==> config.mk <==
export PLATFORM = sky130hd
export DESIGN_NAME = cosine_taylor_series_top
export DESIGN_NICKNAME = d
export VERILOG_FILES = /design/src/design/cts_pkg.sv /design/src/design/cts_cfg.sv /design/src/design/cts_mul.sv /design/src/design/cts_core.sv /design/src/design/cosine_taylor_series_top.sv
export SDC_FILE = /design/constraint.sdc
export NUM_CORES = 2
export LEC_CHECK = 0
export BUFFER_PORTS_ARGS = -buffer_cell sky130_fd_sc_hd__buf_4
export CORE_ASPECT_RATIO = 1.1
export CORE_MARGIN = 3
export CORE_UTILIZATION = 45
export DETAILED_ROUTE_END_ITERATION = 10
export PLACE_DENSITY = 0.7
export SYNTH_ARGS = -nofsm -noshare
export SYNTH_HDL_FRONTEND = slang
export SYNTH_HIERARCHICAL = 1
export SYNTH_SLANG_ARGS = --single-unit
==> constraint.sdc <==
create_clock -name clk -period 11.5 [get_ports clk]
set_clock_uncertainty 0.2 [all_clocks]
set_input_delay 1.725 -clock clk [delete_from_list [all_inputs] [get_ports clk]]
set_output_delay 1.725 -clock clk [all_outputs]
set_load 0.02 [all_outputs]
==> src/design/cts_pkg.sv <==
package cts_pkg;

  localparam int MAX_TERMS = 32;
  localparam int K_W       = $clog2(MAX_TERMS);
  localparam int TC_W      = 6;
  localparam int ANG_W     = 18;
  localparam int OUT_W     = 32;
  localparam int MAG_W     = 40;
  localparam int T_W       = 48;
  localparam int SUM_W     = 48;
  localparam int XM_W      = 28;
  localparam int Q         = 24;
  localparam int ADDR_W    = 3;
  localparam int DATA_W    = 32;

  localparam logic [ADDR_W-1:0] ADDR_TERM_COUNT = 3'd0;
  localparam logic [TC_W-1:0]   TERM_COUNT_RST  = 6'd10;
  localparam logic [TC_W-1:0]   N_MAX           = TC_W'(MAX_TERMS);

  // Degrees to radians: |a| * 1286144 / 1125 = |a| * 1143 + (|a| * 269 + 562) / 1125.
  localparam logic [31:0] CONV_INT   = 32'd1143;
  localparam logic [31:0] CONV_FRAC  = 32'd269;
  localparam logic [63:0] CONV_BIAS  = 64'd562;
  localparam int          DIV_SHIFT  = 26;
  localparam logic [31:0] DIV_RECIP  = 32'd59652;
  localparam logic [31:0] DIV_K      = 32'd1125;
  localparam logic [DIV_SHIFT-1:0] DIV_K_REM = DIV_SHIFT'(1125);

  localparam logic [63:0]      SQ_ROUND = 64'd1 << (Q - 1);
  localparam logic [MAG_W-1:0] MAG_ONE  = MAG_W'(1) << Q;

  // Reciprocal of (2k-1)(2k) in Q0.32, indexed by k. Entry zero is unused.
  localparam logic [31:0] RECIP_TAB [MAX_TERMS] = '{
    32'd0,          32'd2147483648, 32'd357913941,  32'd143165576,
    32'd76695844,   32'd47721858,   32'd32537631,   32'd23598721,
    32'd17895697,   32'd14035840,   32'd11302545,   32'd9296466,
    32'd7780737,    32'd6607641,    32'd5681173,    32'd4936744,
    32'd4329604,    32'd3827956,    32'd3408704,    32'd3054742,
    32'd2753184,    32'd2494173,    32'd2270067,    32'd2074863,
    32'd1903797,    32'd1753047,    32'd1619520,    32'd1500687,
    32'd1394469,    32'd1299143,    32'd1213267,    32'd1135633
  };

  typedef enum logic [3:0] {
    ST_IDLE,
    ST_CV0,
    ST_CV1,
    ST_CV2,
    ST_CV3,
    ST_CV4,
    ST_SQ0,
    ST_SQ1,
    ST_T0,
    ST_T1,
    ST_T2,
    ST_T3,
    ST_LAST,
    ST_SAT
  } state_t;

  typedef struct packed {
    logic [31:0] a;
    logic [31:0] b;
    logic [63:0] c;
  } mul_req_t;

endpackage

==> src/design/cts_cfg.sv <==
module cts_cfg (
  input  logic                       clk,
  input  logic                       rst_n,
  input  logic                       psel,
  input  logic                       penable,
  input  logic                       pwrite,
  input  logic [cts_pkg::ADDR_W-1:0] paddr,
  input  logic [cts_pkg::DATA_W-1:0] pwdata,
  output logic [cts_pkg::DATA_W-1:0] prdata,
  output logic                       pready,
  output logic [cts_pkg::TC_W-1:0]   term_count
);
  import cts_pkg::*;

  logic [TC_W-1:0] tc_r;
  logic [TC_W-1:0] tc_nxt;

  always_comb begin
    tc_nxt = tc_r;
    if (psel && penable && pwrite && (paddr == ADDR_TERM_COUNT)) begin
      tc_nxt = pwdata[TC_W-1:0];
    end
  end

  always_ff @(posedge clk) begin
    if (!rst_n) begin
      tc_r <= TERM_COUNT_RST;
    end else begin
      tc_r <= tc_nxt;
    end
  end

  assign prdata     = (paddr == ADDR_TERM_COUNT) ? DATA_W'(tc_r) : '0;
  assign pready     = 1'b1;
  assign term_count = tc_r;

endmodule

==> src/design/cts_mul.sv <==
module cts_mul (
  input  cts_pkg::mul_req_t req,
  output logic [63:0]       y
);
  import cts_pkg::*;

  logic [63:0] prod;

  assign prod = {32'd0, req.a} * {32'd0, req.b};
  assign y    = prod + req.c;

endmodule

==> src/design/cts_core.sv <==
module cts_core (
  input  logic                             clk,
  input  logic                             rst_n,
  input  logic                             start,
  input  logic signed [cts_pkg::ANG_W-1:0] angle,
  input  logic [cts_pkg::TC_W-1:0]         term_count,
  input  logic [63:0]                      mul_y,
  output cts_pkg::mul_req_t                mul_req,
  output logic                             busy,
  output logic                             out_valid,
  output logic signed [cts_pkg::OUT_W-1:0] out_value,
  output logic                             out_sat
);
  import cts_pkg::*;

  state_t                   state_r, state_nxt;
  logic [K_W-1:0]           k_r, k_nxt;
  logic                     valid_r, valid_nxt;
  logic [ANG_W-1:0]         ang_r, ang_nxt;
  logic [63:0]              p_r, p_nxt;
  logic [T_W-1:0]           t_r, t_nxt;
  logic [XM_W-1:0]          xm_r, xm_nxt;
  logic [31:0]              x2_r, x2_nxt;
  logic [MAG_W-1:0]         mag_r, mag_nxt;
  logic signed [SUM_W-1:0]  sum_r, sum_nxt;
  logic [OUT_W-1:0]         val_r, val_nxt;
  logic                     sat_r, sat_nxt;

  logic [ANG_W-1:0]         amag;
  logic [TC_W-1:0]          n_eff;
  logic                     last_k;
  logic [DIV_SHIFT-1:0]     rem;
  logic signed [SUM_W-1:0]  smag;
  logic [SUM_W-OUT_W:0]     sum_hi;

  assign amag   = ang_r[ANG_W-1] ? (~ang_r + 1'b1) : ang_r;
  assign n_eff  = (term_count > N_MAX) ? N_MAX : term_count;
  assign last_k = ({1'b0, k_r} == (n_eff - 1'b1));
  assign rem    = t_r[DIV_SHIFT-1:0] - p_r[DIV_SHIFT-1:0];
  assign smag   = {{(SUM_W-MAG_W){1'b0}}, mag_r};
  assign sum_hi = sum_r[SUM_W-1:OUT_W-1];

  always_comb begin
    state_nxt = state_r;
    k_nxt     = k_r;
    valid_nxt = 1'b0;
    ang_nxt   = ang_r;
    p_nxt     = p_r;
    t_nxt     = t_r;
    xm_nxt    = xm_r;
    x2_nxt    = x2_r;
    mag_nxt   = mag_r;
    sum_nxt   = sum_r;
    val_nxt   = val_r;
    sat_nxt   = sat_r;
    mul_req   = '0;
    unique case (state_r)
      ST_IDLE: begin
        if (start) begin
          ang_nxt   = angle;
          state_nxt = ST_CV0;
        end
      end
      ST_CV0: begin
        mul_req.a = 32'(amag);
        mul_req.b = CONV_FRAC;
        mul_req.c = CONV_BIAS;
        t_nxt     = mul_y[T_W-1:0];
        state_nxt = ST_CV1;
      end
      ST_CV1: begin
        mul_req.a = t_r[31:0];
        mul_req.b = DIV_RECIP;
        p_nxt     = mul_y;
        state_nxt = ST_CV2;
      end
      ST_CV2: begin
        mul_req.a = p_r[DIV_SHIFT+31:DIV_SHIFT];
        mul_req.b = DIV_K;
        xm_nxt    = p_r[DIV_SHIFT+XM_W-1:DIV_SHIFT];
        p_nxt     = mul_y;
        state_nxt = ST_CV3;
      end
      ST_CV3: begin
        xm_nxt    = xm_r + XM_W'(rem >= DIV_K_REM);
        state_nxt = ST_CV4;
      end
      ST_CV4: begin
        mul_req.a = 32'(amag);
        mul_req.b = CONV_INT;
        mul_req.c = 64'(xm_r);
        xm_nxt    = mul_y[XM_W-1:0];
        state_nxt = ST_SQ0;
      end
      ST_SQ0: begin
        mul_req.a = 32'(xm_r);
        mul_req.b = 32'(xm_r);
        mul_req.c = SQ_ROUND;
        p_nxt     = mul_y;
        state_nxt = ST_SQ1;
      end
      ST_SQ1: begin
        x2_nxt  = p_r[Q+31:Q];
        mag_nxt = MAG_ONE;
        sum_nxt = '0;
        k_nxt   = '0;
        if (n_eff == '0) begin
          state_nxt = ST_SAT;
        end else if (n_eff == TC_W'(1)) begin
          state_nxt = ST_LAST;
        end else begin
          k_nxt     = K_W'(1);
          state_nxt = ST_T0;
        end
      end
      ST_T0: begin
        mul_req.a = 32'(mag_r[Q-1:0]);
        mul_req.b = x2_r;
        p_nxt     = mul_y;
        sum_nxt   = k_r[0] ? (sum_r + smag) : (sum_r - smag);
        state_nxt = ST_T1;
      end
      ST_T1: begin
        mul_req.a = 32'(mag_r[MAG_W-1:Q]);
        mul_req.b = x2_r;
        mul_req.c = 64'(p_r[63:Q]);
        t_nxt     = mul_y[T_W-1:0];
        state_nxt = ST_T2;
      end
      ST_T2: begin
        mul_req.a = t_r[31:0];
        mul_req.b = RECIP_TAB[k_r];
        p_nxt     = mul_y;
        state_nxt = ST_T3;
      end
      ST_T3: begin
        mul_req.a = 32'(t_r[T_W-1:32]);
        mul_req.b = RECIP_TAB[k_r];
        mul_req.c = 64'(p_r[63:32]);
        mag_nxt   = mul_y[MAG_W-1:0];
        if (last_k) begin
          state_nxt = ST_LAST;
        end else begin
          k_nxt     = k_r + 1'b1;
          state_nxt = ST_T0;
        end
      end
      ST_LAST: begin
        sum_nxt   = k_r[0] ? (sum_r - smag) : (sum_r + smag);
        state_nxt = ST_SAT;
      end
      ST_SAT: begin
        if ((&sum_hi) || !(|sum_hi)) begin
          val_nxt = sum_r[OUT_W-1:0];
          sat_nxt = 1'b0;
        end else begin
          val_nxt = sum_r[SUM_W-1] ? {1'b1, {(OUT_W-1){1'b0}}} : {1'b0, {(OUT_W-1){1'b1}}};
          sat_nxt = 1'b1;
        end
        valid_nxt = 1'b1;
        state_nxt = ST_IDLE;
      end
      default: begin
        state_nxt = ST_IDLE;
      end
    endcase
  end

  always_ff @(posedge clk) begin
    if (!rst_n) begin
      state_r <= ST_IDLE;
      k_r     <= '0;
      valid_r <= 1'b0;
    end else begin
      state_r <= state_nxt;
      k_r     <= k_nxt;
      valid_r <= valid_nxt;
    end
  end

  always_ff @(posedge clk) begin
    ang_r <= ang_nxt;
    p_r   <= p_nxt;
    t_r   <= t_nxt;
    xm_r  <= xm_nxt;
    x2_r  <= x2_nxt;
    mag_r <= mag_nxt;
    sum_r <= sum_nxt;
    val_r <= val_nxt;
    sat_r <= sat_nxt;
  end

  assign busy      = (state_r != ST_IDLE);
  assign out_valid = valid_r;
  assign out_value = val_r;
  assign out_sat   = sat_r;

endmodule

==> src/design/cosine_taylor_series_top.sv <==
// Sequencing: with n = min(term_count, 32), a start taken while idle converts the angle,
// squares it, sums n series terms and saturates; busy stays high until the result strobe.
// One transaction at a time; the single shared 32x32 multiplier takes four passes per
// series term after the first.
// Reset (rst_n, synchronous, active low) clears the sequencer and sets term_count to 10.
// The receiver cannot stall: each result is shown for exactly one cycle on out_valid.
module cosine_taylor_series_top (
  input  logic                             clk,
  input  logic                             rst_n,
  input  logic                             start,
  output logic                             busy,
  input  logic signed [cts_pkg::ANG_W-1:0] in_angle_degrees,
  output logic                             out_valid,
  output logic signed [cts_pkg::OUT_W-1:0] out_cosine_value,
  output logic                             out_saturated,
  input  logic                             psel,
  input  logic                             penable,
  input  logic                             pwrite,
  input  logic [cts_pkg::ADDR_W-1:0]       paddr,
  input  logic [cts_pkg::DATA_W-1:0]       pwdata,
  output logic [cts_pkg::DATA_W-1:0]       prdata,
  output logic                             pready
);
  import cts_pkg::*;

  logic [TC_W-1:0] term_count;
  mul_req_t        mul_req;
  logic [63:0]     mul_y;

  cts_cfg u_cfg (
    .clk        (clk),
    .rst_n      (rst_n),
    .psel       (psel),
    .penable    (penable),
    .pwrite     (pwrite),
    .paddr      (paddr),
    .pwdata     (pwdata),
    .prdata     (prdata),
    .pready     (pready),
    .term_count (term_count)
  );

  cts_mul u_mul (
    .req (mul_req),
    .y   (mul_y)
  );

  cts_core u_core (
    .clk        (clk),
    .rst_n      (rst_n),
    .start      (start),
    .angle      (in_angle_degrees),
    .term_count (term_count),
    .mul_y      (mul_y),
    .mul_req    (mul_req),
    .busy       (busy),
    .out_valid  (out_valid),
    .out_value  (out_cosine_value),
    .out_sat    (out_saturated)
  );

  a_start_busy: assert property (@(posedge clk) disable iff (!rst_n)
    (start && !busy) |=> busy)
    else $error("accepted transaction did not raise busy");

  a_result_after_work: assert property (@(posedge clk) disable iff (!rst_n)
    out_valid |-> ($past(busy) && !busy))
    else $error("result strobe without preceding work");

  a_sat_value: assert property (@(posedge clk) disable iff (!rst_n)
    (out_valid && out_saturated) |->
      (out_cosine_value == 32'sh7FFFFFFF || out_cosine_value == 32'sh80000000))
    else $error("saturated result is not a range end");

  a_single_strobe: assert property (@(posedge clk) disable iff (!rst_n)
    out_valid |=> !out_valid)
    else $error("result strobe longer than one cycle");

endmodule

==> impl_metrics.toml <==
[detailed_routing]
vias_per_cell = 5.73
vias = 45300
drt_iter0_markers = 4140
routed_wl_um = 175000
route.detailed.drc = 0
antenna_left = 0
drt_pass1_iterations = 7
avgRoutedWirePerCell_um = 22.1

[synth]
synth-edff-count = 311
synth.distinct_cells = 95
synth-async-reset-ratio_pct = 0
ys_seq_area_share_pct = 16.9
ys.warnings.count = 6
synth_cells = 6307
synth_flop_cell = "edfxtp_1"
synth_area_mm2 = 0.0571
avgSynthCellArea_um2 = 9.05
ys_ff_latch = 327

[floorplan]
rows = 136
dieArea_mm2 = 0.131
die_w_um = 346
die_h_um = 380
coreArea_mm2 = 0.125
io_pins = 127
start_util_pct = 45.5

[critical_path]
startpoint_type = "register"
cp.arrival_ps = 11180
crit_type = "reg2reg"
crit_path_end_kind = "register"
critPathMaxStageDelay_ps = 840
path_max_fanout = 20
slowest_stage = "nand3_1"
crit_required_ps = 11630
critPathMostFrequentCell = "fa_1"

[timing]
timing.setup.tns_ps = 0
timing.slew.headroom_pct = 11.1
max_freq_mhz = 90.5
worst_pin_slew_ps = 1330
finalHoldViolations = 0
rsz0062_at_grt = "no"
finalCritPeriodShare_pct = 96.0
fin_hold_ws_ps = 256
drv_slew = 0
layout_min_cycle_time_ps = 11040
setup_viol = 0
fin_ws_ps = 455

[placement]
dpl_cell_area_mm2 = 0.0596
place.gp.congestion = 0.978
io_buffers = 73
hpwlAfterDp_um = 137000
place_ws_ps = 629

[power_and_ir_drop]
irDropWorstVdd_mv = 0.126
power_frac_seq_pct = 24.5
power_switching_share_pct = 48.8
powerDensity_mw_per_mm2 = 118
clkPwrFrac_pct = 17.6
power.internal_mw = 3.68
power_switching_mw = 3.51
leakagePower_nw = 28.4
comb_power_share_pct = 57.9

[global_route]
grt_start_max_net_pins = 65
track_usage_pct = 26.5
grt_pass1_vias = 47300
grt_pass1_wl_um = 273000
antenna_found_initial = 4
grt.overflow.total = 0

[cts]
cts_buffers = 39
post_cts_buffers = 0
cts_root_buffer = "clkbuf_16"
cts_hold_buf = 0
clk_pin_slew_ps = 60
cts.sinks = 327
cts_tree = "built"
clock_path_buffers = 3
clkLatencyLatePin_ps = 590
ctsHtreeMaxLevel = 2
cts.repair.resized = 0

[final_layout]
layout_common_cells = "inv_1 (1,193), fa_1 (962), nand2_1 (820)"
syn_to_final_growth_pct = 6.77
seqCellArea_mm2 = 0.00966
post-route-util_pct = 48.6
multiInputGateArea_mm2 = 0.0416
nNetsFinal = 7602
drive_gt1_share_pct = 6.04
mostFrequentLayoutCell = "inv_1"
fillCellCount = 11700
design_area_mm2 = 0.0609

[outcome]
outcome = "complete, no violations"

[flow_run]
max-cap-violations = 0

[min_path]
hp-class = "reg2reg"
power by group through the flow:
stage / Sequential, mW / Clock, mW / Combinational (mW)
2_1_floorplan: 1.69 / 0 / 2.55
3_3_place_gp: 1.77 / 0 / 4.02
3_5_place_dp: 1.78 / 0 / 4.08
4_1_cts: 1.75 / 1.28 / 4.10
5_1_grt: 1.76 / 1.33 / 4.51
6_report: 1.76 / 1.27 / 4.16
final timing paths:
kind,startpoint,depth (start not counted),slack [ps],to
setup / recovery,u_core/k_r[1]$_SDFFE_PN0P_,30,460,u_core/p_r[58]$_DFFE_PP_
hold / removal,u_core/p_r[24]$_DFFE_PP_,0,260,u_core/x2_r[0]$_DFFE_PP_
setup reg to reg,u_core/k_r[1]$_SDFFE_PN0P_,30,460,u_core/p_r[58]$_DFFE_PP_
hold reg to reg,u_core/p_r[24]$_DFFE_PP_,0,260,u_core/x2_r[0]$_DFFE_PP_
worst max-delay path: cells and delay by family, from the launching register on:
family	cells	cell delay [ps]
xor gates and xnor gates	1	90
and+or+nand+nor	6	2250
adders and majority gates	10	4690
buffers and inverters	7	1200
DFF	1	550
AOI/OAI and AO/OA	6	1770
cell families (layout without fill, tap and decap cells):
family	Yosys count	after routing	synth area share (%)
buffers and inverters	1613	1502	11.0
adder cells (fa/ha/maj)	1329	1329	41.8
XOR/XNOR	154	154	2.36
AND/OR/NAND/NOR	1895	1895	16.2
other	3	58	0.0197
multiplexers	15	15	0.265
flip-flops	327	327	16.9
AO/OA/AOI/OAI	971	971	11.4
registers in the layout, indices dropped and copies added (netlist names), 4 cells and up:
register and flops:
u_core/state_r 4, u_core/out_value 32, u_core/x2_r 32, u_core/k_r 5, u_core/mag_r 40, u_cfg/term_count 6, u_core/t_r 48, u_core/ang_r 18
u_core/p_r 64, u_core/xm_r 28, u_core/sum_r 48
metal layers:
layer	GRT usage [%]	part of all wire, %	vias up
met5	0	0	-
met4	13.3	5.9	0
met3	4.43	8.3	486
met2	44.2	48	2172
met1	33.4	38	22900
li1	-	-	19700
through the flow:
stage                     power (mW)  instances
final                           7.19       7907
after global routing            7.61       7901
after floorplan                 4.24       6355
after detailed placement        5.86       7829
after global placement          5.80       7829
after CTS                       7.14       7900
synthesized netlist by cell type (35+ instances only):
master | instances | share of area (%)
edfxtp_1 | 311 | 16
ha_1 | 367 | 8.0
buf_4 | 51 | 0.67
clkbuf_1 | 333 | 2.2
a21oi_1 | 234 | 2.1
nand3_1 | 94 | 0.82
xor2_1 | 63 | 0.97
a22oi_1 | 99 | 1.3
inv_1 | 1193 | 7.8
nand2_1 | 821 | 5.4
nor3_1 | 57 | 0.50
nor2_1 | 189 | 1.2
fa_1 | 962 | 34
xnor2_1 | 91 | 1.4
o21ai_0 | 195 | 1.7
and2_1 | 522 | 5.7
o21bai_1 | 35 | 0.46
nand4_1 | 39 | 0.43
a21o_1 | 87 | 1.1
layout make-up:
cell class,count,share of cell area (%)
clock inverter,26,0.482
multi-input combinational,4415,68.2
inverter,1195,7.36
sequential,327,15.8
clock buffer,45,1.64
timing repair buffer,236,3.05
antenna,7,0.0287
tap,1656,3.40
Note: power is estimated with default switching activity, not from simulation.
